[config.mk]
export PLATFORM = sky130hd
export DESIGN_NAME = line_interval_set_tracker_core
export DESIGN_NICKNAME = d
export VERILOG_FILES = /design/src/sv/lits_pkg.sv /design/src/sv/lits_ram.sv /design/src/sv/lits_ctrl.sv /design/src/sv/lits_dp.sv /design/src/sv/line_interval_set_tracker_core.sv
export SDC_FILE = /design/constraint.sdc
export NUM_CORES = 2
export LEC_CHECK = 0
export ABC_AREA = 0
export BUFFER_PORTS_ARGS = -buffer_cell sky130_fd_sc_hd__buf_2
export CORE_MARGIN = 2
export CORE_UTILIZATION = 35
export DETAILED_ROUTE_END_ITERATION = 6
export GPL_ROUTABILITY_DRIVEN = 0
export REMOVE_ABC_BUFFERS = 1
export SYNTH_ARGS = -nofsm -noshare
export SYNTH_HDL_FRONTEND = slang
export SYNTH_SLANG_ARGS = --single-unit
[constraint.sdc]
create_clock -name clk_i -period 28 [get_ports clk_i]
set_input_delay 1.4 -clock clk_i [delete_from_list [all_inputs] [get_ports clk_i]]
set_output_delay 1.4 -clock clk_i [all_outputs]
set_load 0.1 [all_outputs]
[src/sv/lits_pkg.sv]
package lits_pkg;

  localparam int MAX_RANGES = 16;
  localparam int LINE_BITS  = 32;
  localparam int IDX_W      = $clog2(MAX_RANGES);
  localparam int CNT_W      = $clog2(MAX_RANGES + 1);
  localparam int ADDR_W     = IDX_W + 2;
  localparam int RAM_DEPTH  = 4 * MAX_RANGES;
  localparam int RAM_W      = 2 * LINE_BITS;

  typedef logic [LINE_BITS-1:0] line_t;
  typedef logic [CNT_W-1:0]     cnt_t;
  typedef logic [ADDR_W-1:0]    addr_t;

  localparam line_t LINE_MAX    = '1;
  localparam cnt_t  CNT_MAX     = cnt_t'(MAX_RANGES);
  localparam logic  TBL_VALID   = 1'b0;
  localparam logic  TBL_INVALID = 1'b1;

  typedef enum logic [2:0] {
    OP_ADD_VALID   = 3'd0,
    OP_ADD_INVALID = 3'd1,
    OP_INVALIDATE  = 3'd2,
    OP_QUERY       = 3'd3,
    OP_CLR_VALID   = 3'd4,
    OP_CLR_INVALID = 3'd5,
    OP_CLR_ALL     = 3'd6
  } opcode_e;

  typedef enum logic [1:0] {
    PASS_INS,
    PASS_CUT,
    PASS_QRY
  } pass_e;

  typedef enum logic [2:0] {
    ST_IDLE,
    ST_START,
    ST_ISSUE,
    ST_EVAL,
    ST_FINISH,
    ST_DONE
  } state_e;

  typedef struct packed {
    logic load;
    logic start;
    logic issue;
    logic eval;
    logic finish;
    logic emit_out;
  } cmd_t;

  typedef struct packed {
    logic pass_none;
    logic walk_end;
    logic eval_stay;
    logic eval_stop;
    logic next_pass;
    logic out_free;
  } status_t;

endpackage

[src/sv/lits_ram.sv]
module lits_ram #(
  parameter int WIDTH = 8,
  parameter int DEPTH = 16
) (
  input  logic                     clk_i,
  input  logic                     we_i,
  input  logic [$clog2(DEPTH)-1:0] waddr_i,
  input  logic [WIDTH-1:0]         wdata_i,
  input  logic                     re_i,
  input  logic [$clog2(DEPTH)-1:0] raddr_i,
  output logic [WIDTH-1:0]         rdata_o
);

  logic [WIDTH-1:0] mem_q [DEPTH];
  logic [WIDTH-1:0] rdata_q;

  always_ff @(posedge clk_i) begin
    if (we_i) begin
      mem_q[waddr_i] <= wdata_i;
    end
    if (re_i) begin
      rdata_q <= mem_q[raddr_i];
    end
  end

  assign rdata_o = rdata_q;

endmodule

[src/sv/lits_ctrl.sv]
module lits_ctrl (
  input  logic              clk_i,
  input  logic              rst_ni,
  input  logic              in_valid_i,
  output logic              in_stall_o,
  input  lits_pkg::status_t status_i,
  output lits_pkg::cmd_t    cmd_o
);

  lits_pkg::state_e state_q, state_d;

  always_ff @(posedge clk_i or negedge rst_ni) begin
    if (!rst_ni) begin
      state_q <= lits_pkg::ST_IDLE;
    end else begin
      state_q <= state_d;
    end
  end

  always_comb begin
    state_d    = state_q;
    cmd_o      = '0;
    in_stall_o = 1'b1;
    unique case (state_q)
      lits_pkg::ST_IDLE: begin
        in_stall_o = 1'b0;
        if (in_valid_i) begin
          cmd_o.load = 1'b1;
          state_d    = lits_pkg::ST_START;
        end
      end
      lits_pkg::ST_START: begin
        cmd_o.start = 1'b1;
        state_d     = status_i.pass_none ? lits_pkg::ST_DONE : lits_pkg::ST_ISSUE;
      end
      lits_pkg::ST_ISSUE: begin
        if (status_i.walk_end) begin
          state_d = lits_pkg::ST_FINISH;
        end else begin
          cmd_o.issue = 1'b1;
          state_d     = lits_pkg::ST_EVAL;
        end
      end
      lits_pkg::ST_EVAL: begin
        cmd_o.eval = 1'b1;
        priority if (status_i.eval_stop) begin
          state_d = lits_pkg::ST_DONE;
        end else if (status_i.eval_stay) begin
          state_d = lits_pkg::ST_EVAL;
        end else begin
          state_d = lits_pkg::ST_ISSUE;
        end
      end
      lits_pkg::ST_FINISH: begin
        cmd_o.finish = 1'b1;
        state_d      = status_i.next_pass ? lits_pkg::ST_START : lits_pkg::ST_DONE;
      end
      lits_pkg::ST_DONE: begin
        if (status_i.out_free) begin
          cmd_o.emit_out = 1'b1;
          state_d        = lits_pkg::ST_IDLE;
        end
      end
      default: begin
        state_d = lits_pkg::ST_IDLE;
      end
    endcase
  end

  a_eval_after_issue: assert property (@(posedge clk_i) disable iff (!rst_ni)
    state_q == lits_pkg::ST_EVAL |->
      $past(state_q) == lits_pkg::ST_ISSUE || $past(state_q) == lits_pkg::ST_EVAL)
    else $error("eval without a preceding read");

endmodule

[src/sv/lits_dp.sv]
module lits_dp (
  input  logic                       clk_i,
  input  logic                       rst_ni,
  input  lits_pkg::cmd_t             cmd_i,
  output lits_pkg::status_t          status_o,
  input  logic [2:0]                 opcode_i,
  input  logic [31:0]                start_line_i,
  input  logic [31:0]                end_line_i,
  input  logic                       out_stall_i,
  output logic                       out_valid_o,
  output logic                       covered_o,
  output logic                       overflow_o,
  output logic [4:0]                 valid_entries_o,
  output logic [4:0]                 invalid_entries_o
);

  lits_pkg::opcode_e op_q;
  lits_pkg::pass_e   pass_q;
  lits_pkg::line_t   s_q, e_q, reach_q;
  lits_pkg::cnt_t    i_q, n_q;
  lits_pkg::cnt_t    cnt_q [2];
  logic [1:0]        bank_q;
  logic              tbl_q, phase_q, placed_q, cov_q, ovf_q;
  logic              out_valid_q, out_cov_q, out_ovf_q;
  logic [4:0]        out_vcnt_q, out_icnt_q;

  logic [lits_pkg::RAM_W-1:0] rdata;
  lits_pkg::line_t            rd_a, rd_b;
  lits_pkg::addr_t            raddr, waddr;
  logic                       ram_we;
  logic [lits_pkg::RAM_W-1:0] wdata;

  logic            emit_req, stay, stop_now, adv, full, fin_emit, merge, reach_upd;
  logic            start_none;
  lits_pkg::line_t emit_s, emit_e;

  assign rd_a  = rdata[lits_pkg::RAM_W-1:lits_pkg::LINE_BITS];
  assign rd_b  = rdata[lits_pkg::LINE_BITS-1:0];
  assign full  = (n_q == lits_pkg::CNT_MAX);
  assign fin_emit = (pass_q == lits_pkg::PASS_INS) && !placed_q;

  // per-entry decision
  always_comb begin
    emit_req  = 1'b0;
    emit_s    = rd_a;
    emit_e    = rd_b;
    stay      = 1'b0;
    stop_now  = 1'b0;
    adv       = 1'b1;
    merge     = 1'b0;
    reach_upd = 1'b0;
    unique case (pass_q)
      lits_pkg::PASS_INS: begin
        if (rd_b < s_q) begin
          emit_req = 1'b1;
        end else if (rd_a > e_q) begin
          emit_req = 1'b1;
          if (!placed_q) begin
            emit_s = s_q;
            emit_e = e_q;
            stay   = 1'b1;
            adv    = 1'b0;
          end
        end else begin
          merge = 1'b1;
        end
      end
      lits_pkg::PASS_CUT: begin
        if (rd_b <= s_q) begin
          emit_req = 1'b1;
        end else if (rd_a < s_q) begin
          emit_req = 1'b1;
          emit_e   = s_q;
        end
      end
      lits_pkg::PASS_QRY: begin
        if (rd_b > reach_q) begin
          if (rd_a > reach_q) begin
            stop_now = 1'b1;
          end else begin
            reach_upd = 1'b1;
            stop_now  = (rd_b >= e_q);
          end
        end
      end
      default: begin
        adv = 1'b1;
      end
    endcase
    if (emit_req && full) begin
      stop_now = 1'b1;
    end
  end

  always_comb begin
    start_none = 1'b1;
    if (phase_q) begin
      start_none = (s_q == lits_pkg::LINE_MAX);
    end else begin
      unique case (op_q)
        lits_pkg::OP_ADD_VALID,
        lits_pkg::OP_ADD_INVALID,
        lits_pkg::OP_QUERY:      start_none = (e_q <= s_q);
        lits_pkg::OP_INVALIDATE: start_none = 1'b0;
        default:                 start_none = 1'b1;
      endcase
    end
  end

  assign status_o.pass_none = start_none;
  assign status_o.walk_end  = (i_q == cnt_q[tbl_q]);
  assign status_o.eval_stay = stay && !full;
  assign status_o.eval_stop = stop_now;
  assign status_o.next_pass = (pass_q == lits_pkg::PASS_CUT);
  assign status_o.out_free  = !out_valid_q || !out_stall_i;

  assign raddr = {tbl_q, bank_q[tbl_q], i_q[lits_pkg::IDX_W-1:0]};
  assign waddr = {tbl_q, ~bank_q[tbl_q], n_q[lits_pkg::IDX_W-1:0]};
  assign ram_we = !full && ((cmd_i.eval && emit_req) || (cmd_i.finish && fin_emit));
  assign wdata  = cmd_i.finish ? {s_q, e_q} : {emit_s, emit_e};

  lits_ram #(
    .WIDTH(lits_pkg::RAM_W),
    .DEPTH(lits_pkg::RAM_DEPTH)
  ) u_ram (
    .clk_i  (clk_i),
    .we_i   (ram_we),
    .waddr_i(waddr),
    .wdata_i(wdata),
    .re_i   (cmd_i.issue),
    .raddr_i(raddr),
    .rdata_o(rdata)
  );

  // table counts, bank selects and the result slot
  always_ff @(posedge clk_i or negedge rst_ni) begin
    if (!rst_ni) begin
      cnt_q[0]    <= '0;
      cnt_q[1]    <= '0;
      bank_q      <= '0;
      out_valid_q <= 1'b0;
    end else begin
      if (cmd_i.start && !phase_q) begin
        if (op_q == lits_pkg::OP_CLR_VALID || op_q == lits_pkg::OP_CLR_ALL) begin
          cnt_q[0] <= '0;
        end
        if (op_q == lits_pkg::OP_CLR_INVALID || op_q == lits_pkg::OP_CLR_ALL) begin
          cnt_q[1] <= '0;
        end
      end
      if (cmd_i.finish && pass_q != lits_pkg::PASS_QRY && !(fin_emit && full)) begin
        bank_q[tbl_q] <= ~bank_q[tbl_q];
        cnt_q[tbl_q]  <= n_q + lits_pkg::cnt_t'(fin_emit);
      end
      if (cmd_i.emit_out) begin
        out_valid_q <= 1'b1;
      end else if (!out_stall_i) begin
        out_valid_q <= 1'b0;
      end
    end
  end

  always_ff @(posedge clk_i) begin
    if (cmd_i.load) begin
      op_q    <= lits_pkg::opcode_e'(opcode_i);
      s_q     <= lits_pkg::line_t'(start_line_i);
      e_q     <= lits_pkg::line_t'(end_line_i);
      phase_q <= 1'b0;
      cov_q   <= 1'b0;
      ovf_q   <= 1'b0;
    end
    if (cmd_i.start) begin
      i_q      <= '0;
      n_q      <= '0;
      placed_q <= 1'b0;
      reach_q  <= s_q;
      if (phase_q) begin
        e_q    <= lits_pkg::LINE_MAX;
        tbl_q  <= lits_pkg::TBL_INVALID;
        pass_q <= lits_pkg::PASS_INS;
      end else begin
        unique case (op_q)
          lits_pkg::OP_ADD_INVALID: begin
            tbl_q  <= lits_pkg::TBL_INVALID;
            pass_q <= lits_pkg::PASS_INS;
          end
          lits_pkg::OP_INVALIDATE: begin
            tbl_q  <= lits_pkg::TBL_VALID;
            pass_q <= lits_pkg::PASS_CUT;
          end
          lits_pkg::OP_QUERY: begin
            tbl_q  <= lits_pkg::TBL_VALID;
            pass_q <= lits_pkg::PASS_QRY;
            cov_q  <= (e_q <= s_q);
          end
          default: begin
            tbl_q  <= lits_pkg::TBL_VALID;
            pass_q <= lits_pkg::PASS_INS;
          end
        endcase
      end
    end
    if (cmd_i.eval) begin
      if (emit_req && full) begin
        ovf_q <= 1'b1;
      end else if (emit_req) begin
        n_q <= n_q + lits_pkg::cnt_t'(1);
      end
      if (stay) begin
        placed_q <= 1'b1;
      end
      if (adv) begin
        i_q <= i_q + lits_pkg::cnt_t'(1);
      end
      if (merge) begin
        if (rd_a < s_q) begin
          s_q <= rd_a;
        end
        if (rd_b > e_q) begin
          e_q <= rd_b;
        end
      end
      if (reach_upd) begin
        reach_q <= rd_b;
      end
      if (pass_q == lits_pkg::PASS_QRY && stop_now) begin
        cov_q <= reach_upd;
      end
    end
    if (cmd_i.finish) begin
      if (pass_q == lits_pkg::PASS_QRY) begin
        cov_q <= (reach_q >= e_q);
      end
      if (fin_emit && full) begin
        ovf_q <= 1'b1;
      end
      if (pass_q == lits_pkg::PASS_CUT) begin
        phase_q <= 1'b1;
      end
    end
    if (cmd_i.emit_out) begin
      out_cov_q  <= cov_q;
      out_ovf_q  <= ovf_q;
      out_vcnt_q <= 5'(cnt_q[0]);
      out_icnt_q <= 5'(cnt_q[1]);
    end
  end

  assign out_valid_o       = out_valid_q;
  assign covered_o         = out_cov_q;
  assign overflow_o        = out_ovf_q;
  assign valid_entries_o   = out_vcnt_q;
  assign invalid_entries_o = out_icnt_q;

  a_count_bound: assert property (@(posedge clk_i) disable iff (!rst_ni)
    cnt_q[0] <= lits_pkg::CNT_MAX && cnt_q[1] <= lits_pkg::CNT_MAX)
    else $error("table count beyond depth");

  a_write_in_range: assert property (@(posedge clk_i) disable iff (!rst_ni)
    ram_we |-> n_q < lits_pkg::CNT_MAX)
    else $error("write past table depth");

  a_query_no_ovf: assert property (@(posedge clk_i) disable iff (!rst_ni)
    cmd_i.finish && pass_q == lits_pkg::PASS_QRY |-> !ovf_q)
    else $error("overflow raised by a query");

endmodule

[src/sv/line_interval_set_tracker_core.sv]
// each request walks its table entry by entry; clears and empty add or query intervals walk no
// table; invalidate walks the valid table and then the invalid table
// one request at a time: a new one is not accepted until the last result enters the output
// slot; the table ram has a single read port and a registered read
// reset: both entry counts clear to zero, table contents are left undefined
module line_interval_set_tracker_core (
  input  logic        clk_i,
  input  logic        rst_ni,
  input  logic        in_valid_i,
  output logic        in_stall_o,
  input  logic [2:0]  opcode_i,
  input  logic [31:0] start_line_i,
  input  logic [31:0] end_line_i,
  output logic        out_valid_o,
  input  logic        out_stall_i,
  output logic        covered_o,
  output logic        overflow_o,
  output logic [4:0]  valid_entries_o,
  output logic [4:0]  invalid_entries_o
);

  lits_pkg::cmd_t    cmd;
  lits_pkg::status_t status;

  lits_ctrl u_ctrl (
    .clk_i     (clk_i),
    .rst_ni    (rst_ni),
    .in_valid_i(in_valid_i),
    .in_stall_o(in_stall_o),
    .status_i  (status),
    .cmd_o     (cmd)
  );

  lits_dp u_dp (
    .clk_i            (clk_i),
    .rst_ni           (rst_ni),
    .cmd_i            (cmd),
    .status_o         (status),
    .opcode_i         (opcode_i),
    .start_line_i     (start_line_i),
    .end_line_i       (end_line_i),
    .out_stall_i      (out_stall_i),
    .out_valid_o      (out_valid_o),
    .covered_o        (covered_o),
    .overflow_o       (overflow_o),
    .valid_entries_o  (valid_entries_o),
    .invalid_entries_o(invalid_entries_o)
  );

endmodule
==> run_results.csv <==
group,metric,value,unit
outcome,status,"finished with violations",
outcome,failed_checks,"design-rule violations",
synth,ys_seq_area_frac,0.748,
timing,slew_viol_final,0,
setup_path,cp.arrival,8110,ps
floorplan,row_count,256,
power_and_ir_drop,power,0.0191,W
setup_path,worstPathRequired,28720,ps
place,place_area,181000,um2
place,pre_cts_ws,20300,ps
timing,setup_violations,0,
route,met2_length,233000,um
timing,post-route-min-period,7390,ps
timing,tns,0,ps
route,first_pass_iters,7,
synth,ys_ff_latch,4304,
route,viasPerCell,5.76,
route,topRoutingLayerUsed,"met5",
global_routing,grt-ovfl-total,0,
cts,cts_hold_buf,0,
cts,clock_sinks,4304,
place,placed_cells,14200,
route,drt-total-wl,495000,um
timing,period_share,0.264,
synth,async_reset_ff_frac,0.00372,
timing,slew_headroom,0.119,
final_layout,drive_gt1_frac,0.285,
timing,worst-slew-pin-transition,1320,ps
cts,cts_setup_buffers,0,
final_layout,layout_commonest_cell,"edfxtp_1",
final_layout,final_cell_mix,"edfxtp_1, mux4_2, clkbuf_16, buf_4, nand2_1",
global_routing,grt_pass1_wl,687000,um
synth,yosysWarnings,0,
setup_path,end_kind,"register",
global_routing,grt_pass1_vias,86200,
cts,numCtsBuffers,418,
power_and_ir_drop,p_leak,59.4,nW
final_layout,final_cell_area,194000,um2
setup_path,start_kind,"register",
cts,h-tree-depth,5,
run,cap_violations,0,
setup_path,path_cells,"buf_4, buf_12, buf_4, buf_4, buf_4, buf_4, mux4_2, mux4_2, mux2_2, nand2_1, o21ai_1",
cts,clockBufferDepth,4,
floorplan,core-area,487000,um2
cts,clk_pin_slew,60,ps
cts,ctsResizeCount,0,
cts,root_buffer,"clkbuf_16",
route,wl_met3,50300,um
floorplan,ios,85,
timing,rsz0062_at_grt,"no",
synth,synth_area,171000,um2
floorplan,dieHeight,703,um
place,hpwlAfterDp,267000,um
global_routing,grt_use_total,0.197,
global_routing,antenna_found_initial,29,
timing,hold_viol_final,0,
route,drtAntennaViolNets,0,
timing,finClkSkew,87.2,ps
floorplan,start_util,0.352,
synth,synth-edff-count,4178,
setup_path,critPathMaxStageDelay,930,ps
setup_path,critPathKind,"reg2reg",
power_and_ir_drop,ir_drop,77.2,uV
setup_path,slowest_stage,"dfxtp_4",
route,drc_errors,1,
timing,maxClockFrequency,135,MHz
timing,layout_setup_ws,20610,ps
route,first_iter_violations,12400,
place,port_buffers,84,
synth,syn_avg_cell_area,21.9,um2
synth,postSynthCellCount,7827,
synth,ys_types,73,
global_routing,grt_max_degree,128,
synth,yosys_most_used_dff,"edfxtp_1",
setup_path,worst-path-max-fanout,92,
final_layout,nNetsFinal,8549,
floorplan,die_x,703,um
cts,clkLatencyLatePin,1050,ps
route,vias,86400,
setup_path,critical_path.most_common_cell,"buf_4",
floorplan,dieArea,495000,um2
final_layout,fin_cells,15000,
route,routedWlPerCell,33.0,um
hold_path,hp-class,"in2async",
final_layout,layout-area-overhead-vs-synth,13.6,%
power_and_ir_drop,p_per_area,98.5,nW/um2
cts,cts_tree,"done",
route,m1WireLength,196000,um
## metal layers
layer,up-vias,track usage
li1,34000,-
met1,46900,0.274
met2,4695,0.313
met3,780,0.0414
met4,2,0.0562
met5,-,0
## synth_stat cells (34+ instances only)
| library cell | instances | area (um2) |
|---|---|---|
| a21oi_1 | 172 | 861 |
| a31oi_1 | 66 | 413 |
| buf_1 | 46 | 173 |
| buf_2 | 118 | 591 |
| clkbuf_1 | 242 | 908 |
| dfxtp_1 | 110 | 2200 |
| edfxtp_1 | 4178 | 125000 |
| ha_1 | 260 | 3250 |
| inv_1 | 112 | 420 |
| mux2_2 | 65 | 732 |
| mux2i_1 | 107 | 1070 |
| mux4_2 | 1280 | 28800 |
| nand2_1 | 281 | 1050 |
| nand4_1 | 52 | 325 |
| nor2_1 | 128 | 480 |
| nor4_1 | 48 | 300 |
| o21ai_0 | 150 | 751 |
| o21ai_1 | 67 | 335 |
| or4_1 | 34 | 255 |
## power breakdown
group | leakage, nW | switching, W | internal [W] | total (W)
logic | 14.3 | 0.00324 | 0.00170 | 0.00494
registers | 38.8 | 0.000179 | 0.00854 | 0.00872
clock network | 6.39 | 0.00244 | 0.00305 | 0.00548
## worst max-delay path, delay by kind of cell, from the launching register on
kind            cells  cell delay, ps
buf+inv             6            4330
mux                 3            1400
flops               1             930
simple gates        1              90
compound gates      1              90
## final cells by class
class	instances	area, um2
Antenna cell	5	12.5
Clock buffer	521	10900
Clock inverter	237	2180
Fill cell	42300	292000
Inverter	114	435
Multi-Input combinational cell	2991	41700
Sequential cell	4304	128000
Tap cell	6450	8070
Timing Repair Buffer	389	2940
## registers in the layout (all words and copies together) (netlist names), 2 cells and up
signal,cells
u_dp.cnt_q,10
u_dp.s_q,32
u_dp.u_ram.rdata_o,64
u_dp.invalid_entries_o,5
u_dp.valid_entries_o,5
u_dp.pass_q,2
u_dp.n_q,5
u_dp.op_q,3
u_dp.e_q,32
u_ctrl.state_q,3
u_dp.bank_q,2
u_dp.u_ram.mem_q,4096
u_dp.i_q,5
u_dp.reach_q,32
## worst paths after layout
| check | slack, ps | depth (start not counted) | start | to |
|---|---|---|---|---|
| worst max register to register | 20610 | 11 | u_dp.i_q[0] | u_dp.u_ram.rdata_o[43] |
| worst max-delay path | 20610 | 11 | u_dp.i_q[0] | u_dp.u_ram.rdata_o[43] |
| min in group clk_i | 450 | 0 | u_dp.ovf_q | u_dp.overflow_o |
| worst min-delay path | 320 | 1 | rst_ni | u_dp.cnt_q[2] |
| max in group asynchronous | 27340 | 1 | rst_ni | u_dp.bank_q[1] |
| worst min register to register | 450 | 0 | u_dp.ovf_q | u_dp.overflow_o |
## per-stage QoR
step / hold WS (ps) / util
4_1_cts: 260 / 0.399
3_3_place_gp: 425 / 0.372
6_report: 317 / 0.399
2_1_floorplan: 408 / -
5_1_grt: 319 / 0.399
3_5_place_dp: 428 / 0.372
## cells by family after synthesis
family | synth area share
AO/OA/AOI/OAI | 0.0203
XOR/XNOR | 0.000563
adder cells (fa/ha/maj) | 0.0190
buffers and inverters | 0.0128
flip-flops | 0.748
multiplexers | 0.179
AND/OR/NAND/NOR | 0.0199
No activity file was read; power rests on OpenSTA's default activity.
